$ cat src/rtl/tte_pkg.sv
// Package for the tap tempo estimator: field widths, constants and shared types.
// It has no dependencies and is used by every other file of the block.
package tte_pkg;

    localparam int TIME_W = 40;
    localparam int THR_W  = 24;
    localparam int OUT_W  = 24;
    localparam int CNT_W  = 7;
    localparam int DVD_W  = 64;

    localparam logic [THR_W-1:0] THR_RESET = 24'd2000000;
    localparam logic [OUT_W-1:0] MAX24     = 24'hFFFFFF;
    localparam logic [DVD_W-1:0] TEMPO_NUM = 64'd15360000000;

    // One classified tap passed from the front to the back.
    typedef struct packed {
        logic [TIME_W-1:0] interval;
        logic              has_iv;
        logic              restarted;
        logic [CNT_W-1:0]  count;
    } t_job;

    typedef struct packed {
        logic              start;
        logic [DVD_W-1:0]  dividend;
        logic [TIME_W-1:0] divisor;
    } t_div_req;

    typedef struct packed {
        logic              done;
        logic [DVD_W-1:0]  quotient;
    } t_div_rsp;

endpackage

$ cat src/rtl/tte_queue.sv
// Two-entry queue of classified taps between the front and the back.
// Depends on tte_pkg for the item type.
module tte_queue import tte_pkg::*; (
    input  logic i_clk,
    input  logic i_rst_n,
    input  t_job i_job,
    input  logic i_valid,
    output logic o_ready,
    output t_job o_job,
    output logic o_valid,
    input  logic i_ready
);
    t_job r_mem [2];
    logic r_wp, r_rp;
    logic [1:0] r_fill;
    logic push, pop;

    assign o_ready = r_fill != 2'd2;
    assign o_valid = r_fill != 2'd0;
    assign o_job   = r_mem[r_rp];
    assign push    = i_valid && o_ready;
    assign pop     = o_valid && i_ready;

    always_ff @(posedge i_clk) begin
        if (!i_rst_n) begin
            r_wp   <= 1'b0;
            r_rp   <= 1'b0;
            r_fill <= 2'd0;
        end else begin
            if (push) begin
                r_wp <= ~r_wp;
            end
            if (pop) begin
                r_rp <= ~r_rp;
            end
            if (push && !pop) begin
                r_fill <= r_fill + 2'd1;
            end else if (pop && !push) begin
                r_fill <= r_fill - 2'd1;
            end
        end
        if (push) begin
            r_mem[r_wp] <= i_job;
        end
    end
endmodule

$ cat config.mk
export PLATFORM = sky130hd
export DESIGN_NAME = tte_queue
export DESIGN_NICKNAME = d
export VERILOG_FILES = /design/src/rtl/tte_pkg.sv /design/src/rtl/tte_queue.sv
export SDC_FILE = /design/constraint.sdc
export NUM_CORES = 1
export LEC_CHECK = 0
export BUFFER_PORTS_ARGS = -buffer_cell sky130_fd_sc_hd__buf_2
export CORE_MARGIN = 3
export CORE_UTILIZATION = 35
export DETAILED_ROUTE_END_ITERATION = 6
export GPL_ROUTABILITY_DRIVEN = 0
export GPL_TIMING_DRIVEN = 0
export PLACE_DENSITY = 0.67
export SLEW_MARGIN = 15
export SYNTH_ARGS = -nofsm -noshare
export SYNTH_HDL_FRONTEND = slang
export SYNTH_SLANG_ARGS = --single-unit
export TNS_END_PERCENT = 20
$ cat constraint.sdc
create_clock -name i_clk -period 2.2 [get_ports i_clk]
set_input_delay 0.11 -clock i_clk [delete_from_list [all_inputs] [get_ports i_clk]]
set_output_delay 0.11 -clock i_clk [all_outputs]
set_load 0.005 [all_outputs]
# Word-level counts from Yosys, hierarchy flattened
# Memory sizes are Yosys's and may differ from the RTL's. A register that Yosys moved wholly into a read port is not among the register bits.
# Cells that the tools add are included.
[op_classes]
n_mux = 6
n_eq_ne = 1
bitwise = 2
reduce_logical = 8
n_addsub = 2
[op_table]
columns = ["op", "n"]
rows = [
  ["$logic_and A1 B1 Y1", 4],
  ["$mux W1", 4],
  ["$mux W2", 2],
  ["$reduce_bool A2 Y1", 2],
  ["$add A2 B1 Y2 const B", 1],
  ["$logic_not A1 Y1", 2],
  ["$ne A2 B2 Y1 const B", 1],
  ["$not A1 Y1", 2],
  ["$sub A2 B1 Y2 const B", 1],
]
[totals]
out_inout_bits = 51
n_memories = 1
in_bits = 53
reg_bits = 4
word_cells = 23
mem_bits_rw = 98
[memory_table]
columns = ["memory", "depth", "width", "rd", "rd_ports_with_merged_regs", "write_ports", "line", "text"]
rows = [
  ["r_mem", 2, 49, 1, 1, 1, "tte_queue.sv:13", "t_job r_mem [2];"],
]

# Logic depth before layout (Yosys ltp)
[logic_depth]
depth_word = 6
mapped_depth = 6
ltp_nobuf = 6

# Worst setup path before layout
# No wires, ideal clock.
[synth_timing]
kind = "register to register"
start = "register r_fill[0]"
end = "memory r_mem[1][0] (netlist bit) (enable)"
path_stages_with_launch = 3
setup_time_ns = 0.412
slack_ns = 0.013
n_path_buf = 0
arrival_time_ns = 1.775
required_time_ns = 1.788
period_less_slack_ns = 2.187
cell_sequence = "dfxtp_1 > nand2b_4 > and3_1"
[synth_via]
elab_chain_cells = 4
[synth_rtl]
columns = ["element", "line", "text"]
rows = [
  ["start, declared", "tte_queue.sv:15", "logic [1:0] r_fill;"],
  ["start signal, assigned", "tte_queue.sv:37", "r_fill <= r_fill + 2'd1;"],
  ["start signal, assigned", "tte_queue.sv:39", "r_fill <= r_fill - 2'd1;"],
  ["$ne A2 B2 Y1", "tte_queue.sv:18", "assign o_ready = r_fill != 2'd2;"],
  ["net o_ready", "tte_queue.sv:8", "output logic o_ready,"],
  ["$logic_and A1 B1 Y1", "tte_queue.sv:21", "assign push = i_valid && o_ready;"],
  ["$mux W1", "tte_queue.sv:42", "if (push) begin"],
  ["$mux W1 (implied by the code)", "tte_queue.sv:43", "r_mem[r_wp] <= i_job;"],
  ["end, declared", "tte_queue.sv:13", ""],
]
# The timed path passes the listed nets, and every way through them passes these cells.

# Final worst setup path
[layout_timing]
start = "register r_fill[0]"
end = "memory r_mem[0][11] (netlist bit) (enable)"
[layout_via]
elab_chain_cells = 4
[layout_rtl]
columns = ["element", "line"]
rows = [
  ["$ne A2 B2 Y1", "tte_queue.sv:18"],
  ["$logic_and A1 B1 Y1", "tte_queue.sv:21"],
  ["$mux W1", "tte_queue.sv:42"],
  ["$mux W1 (implied by the code)", "tte_queue.sv:43"],
]
# Every way passes these cells.

==> results.tsv <==
metric	value	unit
HP Class	input port to flip-flop	
Startpoint Class	flip-flop	
Avg Inst Size Synth	21.4	um^2
dpl cells	416	
Initial Utilization	36.2	%
Power Density	971	nW/um^2
Synth top area share	78.0	%
count leader, synth	edfxtp_1	
H-tree depth	3	
Cell Area, Synth	3770	um^2
Detail Route Antenna Nets	0	
Final Skew	0.00596	ns
I/O pins	104	
Req. time, crit path	2.26	ns
DRC	0	
Post-Layout Cell Count	482	
critical path cell sequence	nand2b_4 > nand3b_1 > inv_2 > buf_12	
register area	3040	um^2
CP Max Fanout	26	
setup TNS	0	ns
WL/cell	14.4	um
Cells after Synth	176	
actual slew at the worst max-slew pin	0.721	ns
CTS Buffer Depth	2	
ys flop type	edfxtp_1	
status	complete, no violations	
slowest CP cell	inv_2	
RSZ-0062 raised after global routing	no	
Layout area overhead	37.5	%
count of final setup violators	0	
clock sinks	103	
Core Rows	37	
first-pass GRT wire length	10600	um
largest net degree at the start of global routing	50	
maximum vdd drop	0.681	mV
P_leak	1.95	nW
initial antenna violation count	0	
vias in the first global route	2283	
max-cap violation count	0	
gr usage total	12.1	%
synth top area cells	edfxtp_1, mux2_2, dfxtp_1, and2_1, xnor2_1	
post-synth net total	230	
Post-DP Area	4480	um^2
DR vias	2122	
Tmin final	1.79	ns
CTS tree	built	
Post-synth ARST share	0	%
Reg clk slew, reported paths	0.09	ns
final worst path period share	81.2	%
maximum clock frequency	560	MHz
IO buf count	103	
drt initial violations	65	
Worst EP arrival	1.85	ns
Total Routed Length	6960	um
number of synthesized flops with an enable pin	98	
design area	5190	um^2
fillers	898	
Synth top cells by count	edfxtp_1, mux2_2, dfxtp_1, and2_1, buf_2	
Total Nets Final	395	
grt ovf	0	
vias per cell	4.40	
Multi-input gate area	696	um^2
leading area contributor after synthesis	edfxtp_1	
Ys Warns	0	
WS Path Type	flip-flop to flip-flop	
Die H	110	um
Core Region	10400	um^2
CP max stage delay	0.47	ns
Fin. Hold Viols	0	
Final Total Pwr	5.03	mW
Yosys reg bits	103	
Yosys cell types	21	
Seq/Total Area, Yosys	80.7	%
cts bufs inserted	9	
ANT cells	0	
Final Max Slew Viols	0	
Post-DP HPWL	4460	um
drt first pass iters	4	
die area	12100	um^2
Critical Path End Type	flip-flop	
clk_lat worst skew	0.35	ns
clk root buf	clkbuf_8	
Hold Slack	0.107	ns
max_slew headroom	51.9	%
layout cells sized above 1	50.6	%
chip width	110	um
## layer usage
| layer | up-vias | global-route usage, % | share of wire, % |
|---|---|---|---|
| li1 | 1017 | - | - |
| met1 | 1039 | 12.8 | 41 |
| met2 | 58 | 21.9 | 53 |
| met3 | 8 | 3.70 | 5.4 |
| met4 | 0 | 5.43 | 1.2 |
| met5 | - | 0 | 0 |
## registers in the layout (all words and copies together), names as in the netlist, named ones only
signal and count:
r_mem 98, r_fill 2, r_rp 1, r_wp 1
## layout by cell type, fill, tap and decap left out
cell,Yosys,routed
buf_2,3,106
edfxtp_1,98,98
dlygate4sd3_1,0,50
mux2_2,49,49
clkbuf_8,0,9
dfxtp_1,5,5
and2_1,4,4
xnor2_1,2,2
clkinv_1,0,2
bufinv_16,0,2
clkbuf_1,0,2
nand2b_4,1,1
buf_4,1,1
buf_6,1,1
or2_2,1,1
o21ai_1,1,1
and3_4,0,1
nand3b_1,1,1
inv_2,0,1
a21bo_2,1,1
a21boi_0,1,1
xor2_1,1,1
o21ai_0,1,1
or3_1,1,1
a21boi_1,1,1
ha_1,1,1
clkinv_2,0,1
buf_12,0,1
## cell families after synthesis
| kind of cell | count (synthesis) | synth area share, % |
|---|---|---|
| flip-flops | 103 | 80.7 |
| multiplexers | 49 | 14.6 |
| AND/OR/NAND/NOR | 9 | 1.73 |
| buffers and inverters | 6 | 0.995 |
| AO/OA/AOI/OAI | 5 | 0.929 |
| XOR/XNOR | 3 | 0.697 |
| adder cells (fa/ha/maj) | 1 | 0.332 |
## worst max-delay path: cells and delay by family, from the launching register on
kind	cells	cell delay, ns
flops	1	0.43
simple gates	2	0.30
buf+inv	2	0.73
## what timing repair did
action,CTS,global route
hold endpoints to repair,101,0
hold buffers,50,0
resized for setup,0,0
buffers inserted,0,0
## cell type report
type | count | share of cell area (%)
multi-input combinational | 67 | 13.4
buffer | 5 | 0.651
clock buffer | 11 | 2.53
tap | 136 | 3.28
inverter | 1 | 0.0724
clock inverter | 5 | 1.40
sequential | 103 | 58.7
timing repair buffer | 154 | 20.0
## final timing paths
check	slack (ns)	to	startpoint	cells after the start
min	0.11	r_wp	i_valid	3
min reg2reg	0.58	r_fill[1]	r_fill[1]	2
max	0.41	r_mem[0][11]	r_fill[0]	4
max reg2reg	0.41	r_mem[0][11]	r_fill[0]	4
## where the power goes
part | leakage [nW] | switching, mW | internal (mW) | total, mW
logic | 0.888 | 0.579 | 0.706 | 1.29
registers | 0.956 | 0.0787 | 2.45 | 2.53
clock network | 0.102 | 0.588 | 0.633 | 1.22
total | 1.95 | 1.25 | 3.79 | 5.03
## stage by stage
stage,setup slack [ns],util (%)
floorplan,0.0128,-
global placement,-0.705,42.8
detailed placement,0.367,43.0
CTS,0.342,49.8
global route,0.279,49.8
finish,0.413,49.8
(Power assumes the default switching activity.)
