$ cat config.mk
export PLATFORM = sky130hd
export DESIGN_NAME = tte_div
export DESIGN_NICKNAME = d
export VERILOG_FILES = /design/src/rtl/tte_pkg.sv /design/src/rtl/tte_div.sv
export SDC_FILE = /design/constraint.sdc
export NUM_CORES = 1
export LEC_CHECK = 0
export BUFFER_PORTS_ARGS = -buffer_cell sky130_fd_sc_hd__buf_2
export CAP_MARGIN = 25
export CORE_ASPECT_RATIO = 1.75
export CORE_UTILIZATION = 45
export DETAILED_ROUTE_END_ITERATION = 10
export PLACE_DENSITY_LB_ADDON = 0.1
export SLEW_MARGIN = 20
export SYNTH_ARGS = -nofsm -noshare
export SYNTH_HDL_FRONTEND = slang
export SYNTH_SLANG_ARGS = --single-unit
$ cat constraint.sdc
create_clock -name i_clk -period 5.8 [get_ports i_clk]
set_clock_uncertainty 0.1 [all_clocks]
set_input_delay 0.87 -clock i_clk [delete_from_list [all_inputs] [get_ports i_clk]]
set_output_delay 0.87 -clock i_clk [all_outputs]
set_load 0.01 [all_outputs]
$ cat src/rtl/tte_pkg.sv
// Package for the tap tempo estimator: field widths, constants and shared types.
// It has no dependencies and is used by every other file of the block.
package tte_pkg;

    localparam int TIME_W = 40;
    localparam int THR_W  = 24;
    localparam int OUT_W  = 24;
    localparam int CNT_W  = 7;
    localparam int DVD_W  = 64;

    localparam logic [THR_W-1:0] THR_RESET = 24'd2000000;
    localparam logic [OUT_W-1:0] MAX24     = 24'hFFFFFF;
    localparam logic [DVD_W-1:0] TEMPO_NUM = 64'd15360000000;

    // One classified tap passed from the front to the back.
    typedef struct packed {
        logic [TIME_W-1:0] interval;
        logic              has_iv;
        logic              restarted;
        logic [CNT_W-1:0]  count;
    } t_job;

    typedef struct packed {
        logic              start;
        logic [DVD_W-1:0]  dividend;
        logic [TIME_W-1:0] divisor;
    } t_div_req;

    typedef struct packed {
        logic              done;
        logic [DVD_W-1:0]  quotient;
    } t_div_rsp;

endpackage

$ cat src/rtl/tte_div.sv
// Restoring divider, one quotient bit per cycle, shared by the three divisions.
// Depends on tte_pkg for the request and response types.
module tte_div import tte_pkg::*; (
    input  logic     i_clk,
    input  logic     i_rst_n,
    input  t_div_req i_req,
    output t_div_rsp o_rsp
);
    localparam int SW = $clog2(DVD_W + 1);

    logic [DVD_W-1:0]  r_num;
    logic [TIME_W-1:0] r_den;
    logic [TIME_W:0]   r_rem;
    logic [SW-1:0]     r_left;
    logic              r_busy, r_done;
    logic [TIME_W:0]   trial;

    assign trial          = {r_rem[TIME_W-1:0], r_num[DVD_W-1]};
    assign o_rsp.done     = r_done;
    assign o_rsp.quotient = r_num;

    always_ff @(posedge i_clk) begin
        if (!i_rst_n) begin
            r_busy <= 1'b0;
            r_done <= 1'b0;
        end else begin
            r_done <= 1'b0;
            if (i_req.start) begin
                r_busy <= 1'b1;
            end else if (r_busy && r_left == SW'(1)) begin
                r_busy <= 1'b0;
                r_done <= 1'b1;
            end
        end
        if (i_req.start) begin
            r_num  <= i_req.dividend;
            r_den  <= i_req.divisor;
            r_rem  <= '0;
            r_left <= SW'(DVD_W);
        end else if (r_busy) begin
            r_left <= r_left - SW'(1);
            if (trial >= {1'b0, r_den}) begin
                r_rem <= trial - {1'b0, r_den};
                r_num <= {r_num[DVD_W-2:0], 1'b1};
            end else begin
                r_rem <= trial;
                r_num <= {r_num[DVD_W-2:0], 1'b0};
            end
        end
    end
endmodule

# Word-level counts from Yosys, hierarchy flattened
# Index checks and enable logic that the tools add are counted.
# classes
n_eq_ne	1
add_sub_neg	2
bitwise	1
magnitude_cmp	1
reduce_logical	4
mux	7
# op_table
operator	n
64-bit two-way mux	2
41-bit by 40-bit >= comparator with 1-bit output	1
40-bit two-way mux	1
40-bit subtractor	1
7-bit by 1-bit == test with 1-bit output, second input constant	1
7-bit by 1-bit subtractor with 7-bit output, second input constant	1
1-bit two-way mux	4
2-bit nonzero test	2
2-bit OR reduction	1
1-bit logical AND	1
1-bit NOT	1
# word_totals
out_inout_bits	65
word_cells	22
reg_bits	153
in_bits	107

# Logic depth before layout (Yosys ltp)
# depth
word_depth	4
mapped_depth	14
ltp_nobuf	12

# Worst setup path after synthesis
# Ideal clock, no wire load.
# synth_path
path_type	in2reg
start	input port i_req[104] (netlist name)
end	register r_num[0] (enable)
arrival_time_ns	2.554
cell_stages	4
slack_ns	2.728
t_required_ns	5.282
cell_sequence	clkbuf_1 -> nor2_1 -> clkbuf_1 -> inv_1
# synth_via
elab_chain_cells	1
# synth_rtl
element	line	source
from (decl)	tte_div.sv:6	input t_div_req i_req,
2-bit nonzero test (no line)	--	
to (signal assigned)	tte_div.sv:36	r_num <= i_req.dividend;
to (signal assigned)	tte_div.sv:44	r_num <= {r_num[DVD_W-2:0], 1'b1};
to (signal assigned)	tte_div.sv:47	r_num <= {r_num[DVD_W-2:0], 1'b0};
to (decl)	tte_div.sv:11	logic [DVD_W-1:0] r_num;
# Every way passes these cells.
# A chain may end at the register's enable or synchronous reset.

# Worst setup path after layout
# layout_path
start	register r_den[19]
end	register r_rem[36]
# layout_via
elab_chain_cells	2
# layout_rtl
element	line	source
from (decl)	tte_div.sv:12	logic [TIME_W-1:0] r_den;
from (signal assigned)	tte_div.sv:37	r_den <= i_req.divisor;
40-bit subtractor / 41-bit by 40-bit >= comparator with 1-bit output (equally long branches)	tte_div.sv:43, tte_div.sv:42	
40-bit two-way mux *	tte_div.sv:42	if (trial >= {1'b0, r_den}) begin
to (signal assigned)	tte_div.sv:43	r_rem <= trial - {1'b0, r_den};
to (signal assigned)	tte_div.sv:46	r_rem <= trial;
to (decl)	tte_div.sv:13	logic [TIME_W:0] r_rem;
# Mark *: on every way between the ends. The rest lies on a longest branch, timed or not.

==> reports/results.tsv <==
stage	metric	value	unit
global_routing	global-route usage over all layers	21.57	%
cells_and_area	Area Growth Syn to Fin	19.28	%
critical_path	Worst EP required	5.98	ns
routing	Vias	6564	
yosys	most frequent cell after synthesis	edfxtp_1	
yosys	Syn Inst Count	798	
critical_path	CP delay by family, top	simple AND/OR/NAND/NOR gates	
yosys	Syn Area/Cell	10.67	um^2
cells_and_area	layout cells sized above 1	30.51	%
global_routing	initial antenna violation count	0	
cells_and_area	fin util	54.65	%
routing	DR iter-0 viols	271	
routing	drt total wl	20230	um
power_and_ir_drop	Max rail drop VDD	0.2788	mV
critical_path	slowest stage cell, crit path	nand2_2	
place	placed cells	1173	
routing	DR WL met3	1208	um
timing	Max Freq	0.2810	GHz
clock_tree	post-CTS setup buffers	0	
yosys	most frequent cells after synthesis	edfxtp_1, nor2_1, mux2_2, nand2_1, inv_1	
place	Final Wtd Congestion	0.8822	
clock_tree	CTS tree	done	
yosys	Synthesized Nets	948	
critical_path	Crit Path Max Fanout	27	
global_routing	first-pass GRT wire length	32420	um
global_routing	vias in the first global route	6752	
yosys	Most used DFF post-synth	edfxtp_1	
clock_tree	hold_buf cts	0	
yosys	unique cell type count in the Yosys netlist	67	
floorplan	Die Span X	106.0	um
yosys	sequential share of the synthesized area	48.21	%
clock_tree	TritonCTS Buffers	17	
timing	fin crit share	61.36	%
timing	fin crit period	3.559	ns
global_routing	total grt overflow	0	
clock_tree	Clock Root Buffer	clkbuf_16	
timing	Slew @ Worst Pin	0.9031	ns
routing	Highest Signal Layer	met4	
critical_path	critical-path cell list	inv_1, ha_1, nand2_1, o21ai_0, a21oi_1, nor3_1, nand4_1, nand2_2, buf_16, or4b_1, mux2i_1, a2111oi_2	
min_path	worst hold path startpoint	r_rem[1]	
critical_path	arrival time at the worst endpoint	3.74	ns
place	input/output buffers	171	
yosys	ys async rst share	0	%
place	Setup WS pre-CTS	2.256	ns
floorplan	DIE AREA	0.01949	mm^2
floorplan	# IOs	172	
clock_tree	CTS Buffer Depth	2	
yosys	Mapped Area	0.008513	mm^2
routing	routed len/inst	16.79	um
clock_tree	# clock sinks	153	
cells_and_area	number of diodes	0	
clock_tree	CTS clk-pin slew, worst paths	0.06	ns
critical_path	r2r startpoint	r_den[19]	
floorplan	Rows	66	
yosys	#FFs+latches synth	153	
floorplan	Starting Density	45.82	%
yosys	main area contributors after synthesis	edfxtp_1, dfxtp_1, mux2_2	
min_path	worst hold path type	reg -> reg	
run_status	status	finished clean	
timing	Slew headroom	39.57	%
timing	RSZ-0062 raised after global routing	false	
routing	vias per cell	5.447	
clock_tree	# resized after CTS	0	
critical_path	Buf+Inv Stages, Crit Path	2	
timing	# setup viols final	0	
power_and_ir_drop	leakage power	4.267	nW
timing	Final Max Slew Viols	0	
place	HPWL after DPL	14840	um
critical_path	origin of the worst setup path	r_den[19]	
floorplan	CORE AREA	0.01858	mm^2
critical_path	max incr delay on CP	0.49	ns
timing	setup TNS	0	ns
cells_and_area	Post-Layout Cell Count	1205	
clock_tree	clock latency on the worst-skew pair	0.44	ns
power_and_ir_drop	pwr dens	313.2	mW/mm^2
clock_tree	H-Tree Depth	4	
routing	ANT nets after route	0	
cells_and_area	nets	1104	
routing	Remaining DRCs	0	
yosys	EDFF count, synth	104	
critical_path	Critical Path Start Type	register	
routing	Detailed Routing Iterations Pass 1	6	
routing	met1 wire length	7800	um
floorplan	Die Y	184.0	um
routing	met2 WL	10670	um
critical_path	Setup Crit Path Kind	reg -> reg	
timing	Worst Setup Slack, final	2.241	ns
job	Max-Cap Viols	0	
critical_path	CP Capture Type	register	
yosys	leading area contributor after synthesis	edfxtp_1	
global_routing	largest net degree at the start of global routing	68	
yosys	Synth top area share	36.68	%
timing	final hold viol count	0	
yosys	Yosys warning count	0	
[cells in the final DEF, fill, tap and decap left out, types with 7 or more instances in the layout]
cell / instances
edfxtp_1: 104
o21ai_0: 32
nand2_1: 57
a21o_1: 15
nor2_1: 68
buf_2: 170
o211ai_1: 7
nand4_1: 14
nand3_1: 13
mux2i_1: 23
dfxtp_1: 48
a21oi_1: 47
a211oi_1: 26
inv_1: 55
xor2_1: 15
mux2_2: 66
nor3_1: 9
nor2b_1: 7
clkbuf_16: 19
o21bai_1: 10
xnor2_1: 19
ha_1: 42
[layout make-up]
cell class | count | area [um^2]
fillers | 1716 | 8426
flip-flops and latches | 153 | 4105
multi-input cells | 549 | 4009
repair buffers | 177 | 927.1
clock buffers | 24 | 524.3
well taps | 238 | 297.8
inverters | 56 | 210.2
clock inverters | 8 | 81.33
[worst reg2reg max path: stages (launching register included)]
cell	delay, ns
edfxtp_1	0.33
inv_1	0.05
ha_1	0.44
nand2_1	0.14
o21ai_0	0.31
a21oi_1	0.13
nor3_1	0.33
nand4_1	0.16
nand2_2	0.49
buf_16	0.25
or4b_1	0.45
mux2i_1	0.19
a2111oi_2	0.05
[per-layer routing]
layer	vias up	global-route usage, %
met1	3090	21.75
met4	0	10.33
met5	-	0
met2	180	39.82
met3	37	6.593
li1	3257	-
[final timing paths]
check         endpoint  slack [ns]  cells past startpoint
max          r_rem[36]        2.24                     12
min           r_rem[1]        0.39                      2
max reg2reg  r_rem[36]        2.24                     12
min reg2reg   r_rem[1]        0.39                      2
[power by group]
part	internal (W)	total (W)	switching [W]
logic	0.000304	0.000707	0.000403
registers	0.00128	0.00134	0.0000584
clock network	0.000677	0.00113	0.000453
total	0.00227	0.00318	0.000914
[state kept, by name, indices dropped and copies added, names as in the netlist]
register / flops
r_num: 64
r_den: 40
r_rem: 40
r_left: 7
r_busy: 1
r_done: 1
[logic make-up (layout without fill, tap and decap cells)]
| family | Yosys count | after routing | share of synthesized area [%] |
|---|---|---|---|
| flops | 153 | 153 | 48.21 |
| compound gates | 187 | 187 | 15.11 |
| buf+inv | 96 | 265 | 4.732 |
| mux | 89 | 89 | 11.43 |
| simple gates | 196 | 196 | 10.61 |
| xor+xnor | 34 | 34 | 3.498 |
| fa+ha+maj | 43 | 43 | 6.408 |
[stage by stage]
stage                     power, W  hold slack (ns)  instance area (um^2)
after global placement    0.002062           0.3732                  9519
after detailed placement  0.002073           0.3808                  9549
after floorplan           0.001858           0.3501                  8513
after global routing      0.003334           0.4159                 10150
final                     0.003180           0.3922                 10150
after CTS                 0.003211           0.3906                 10150
(Power assumes the default switching activity.)
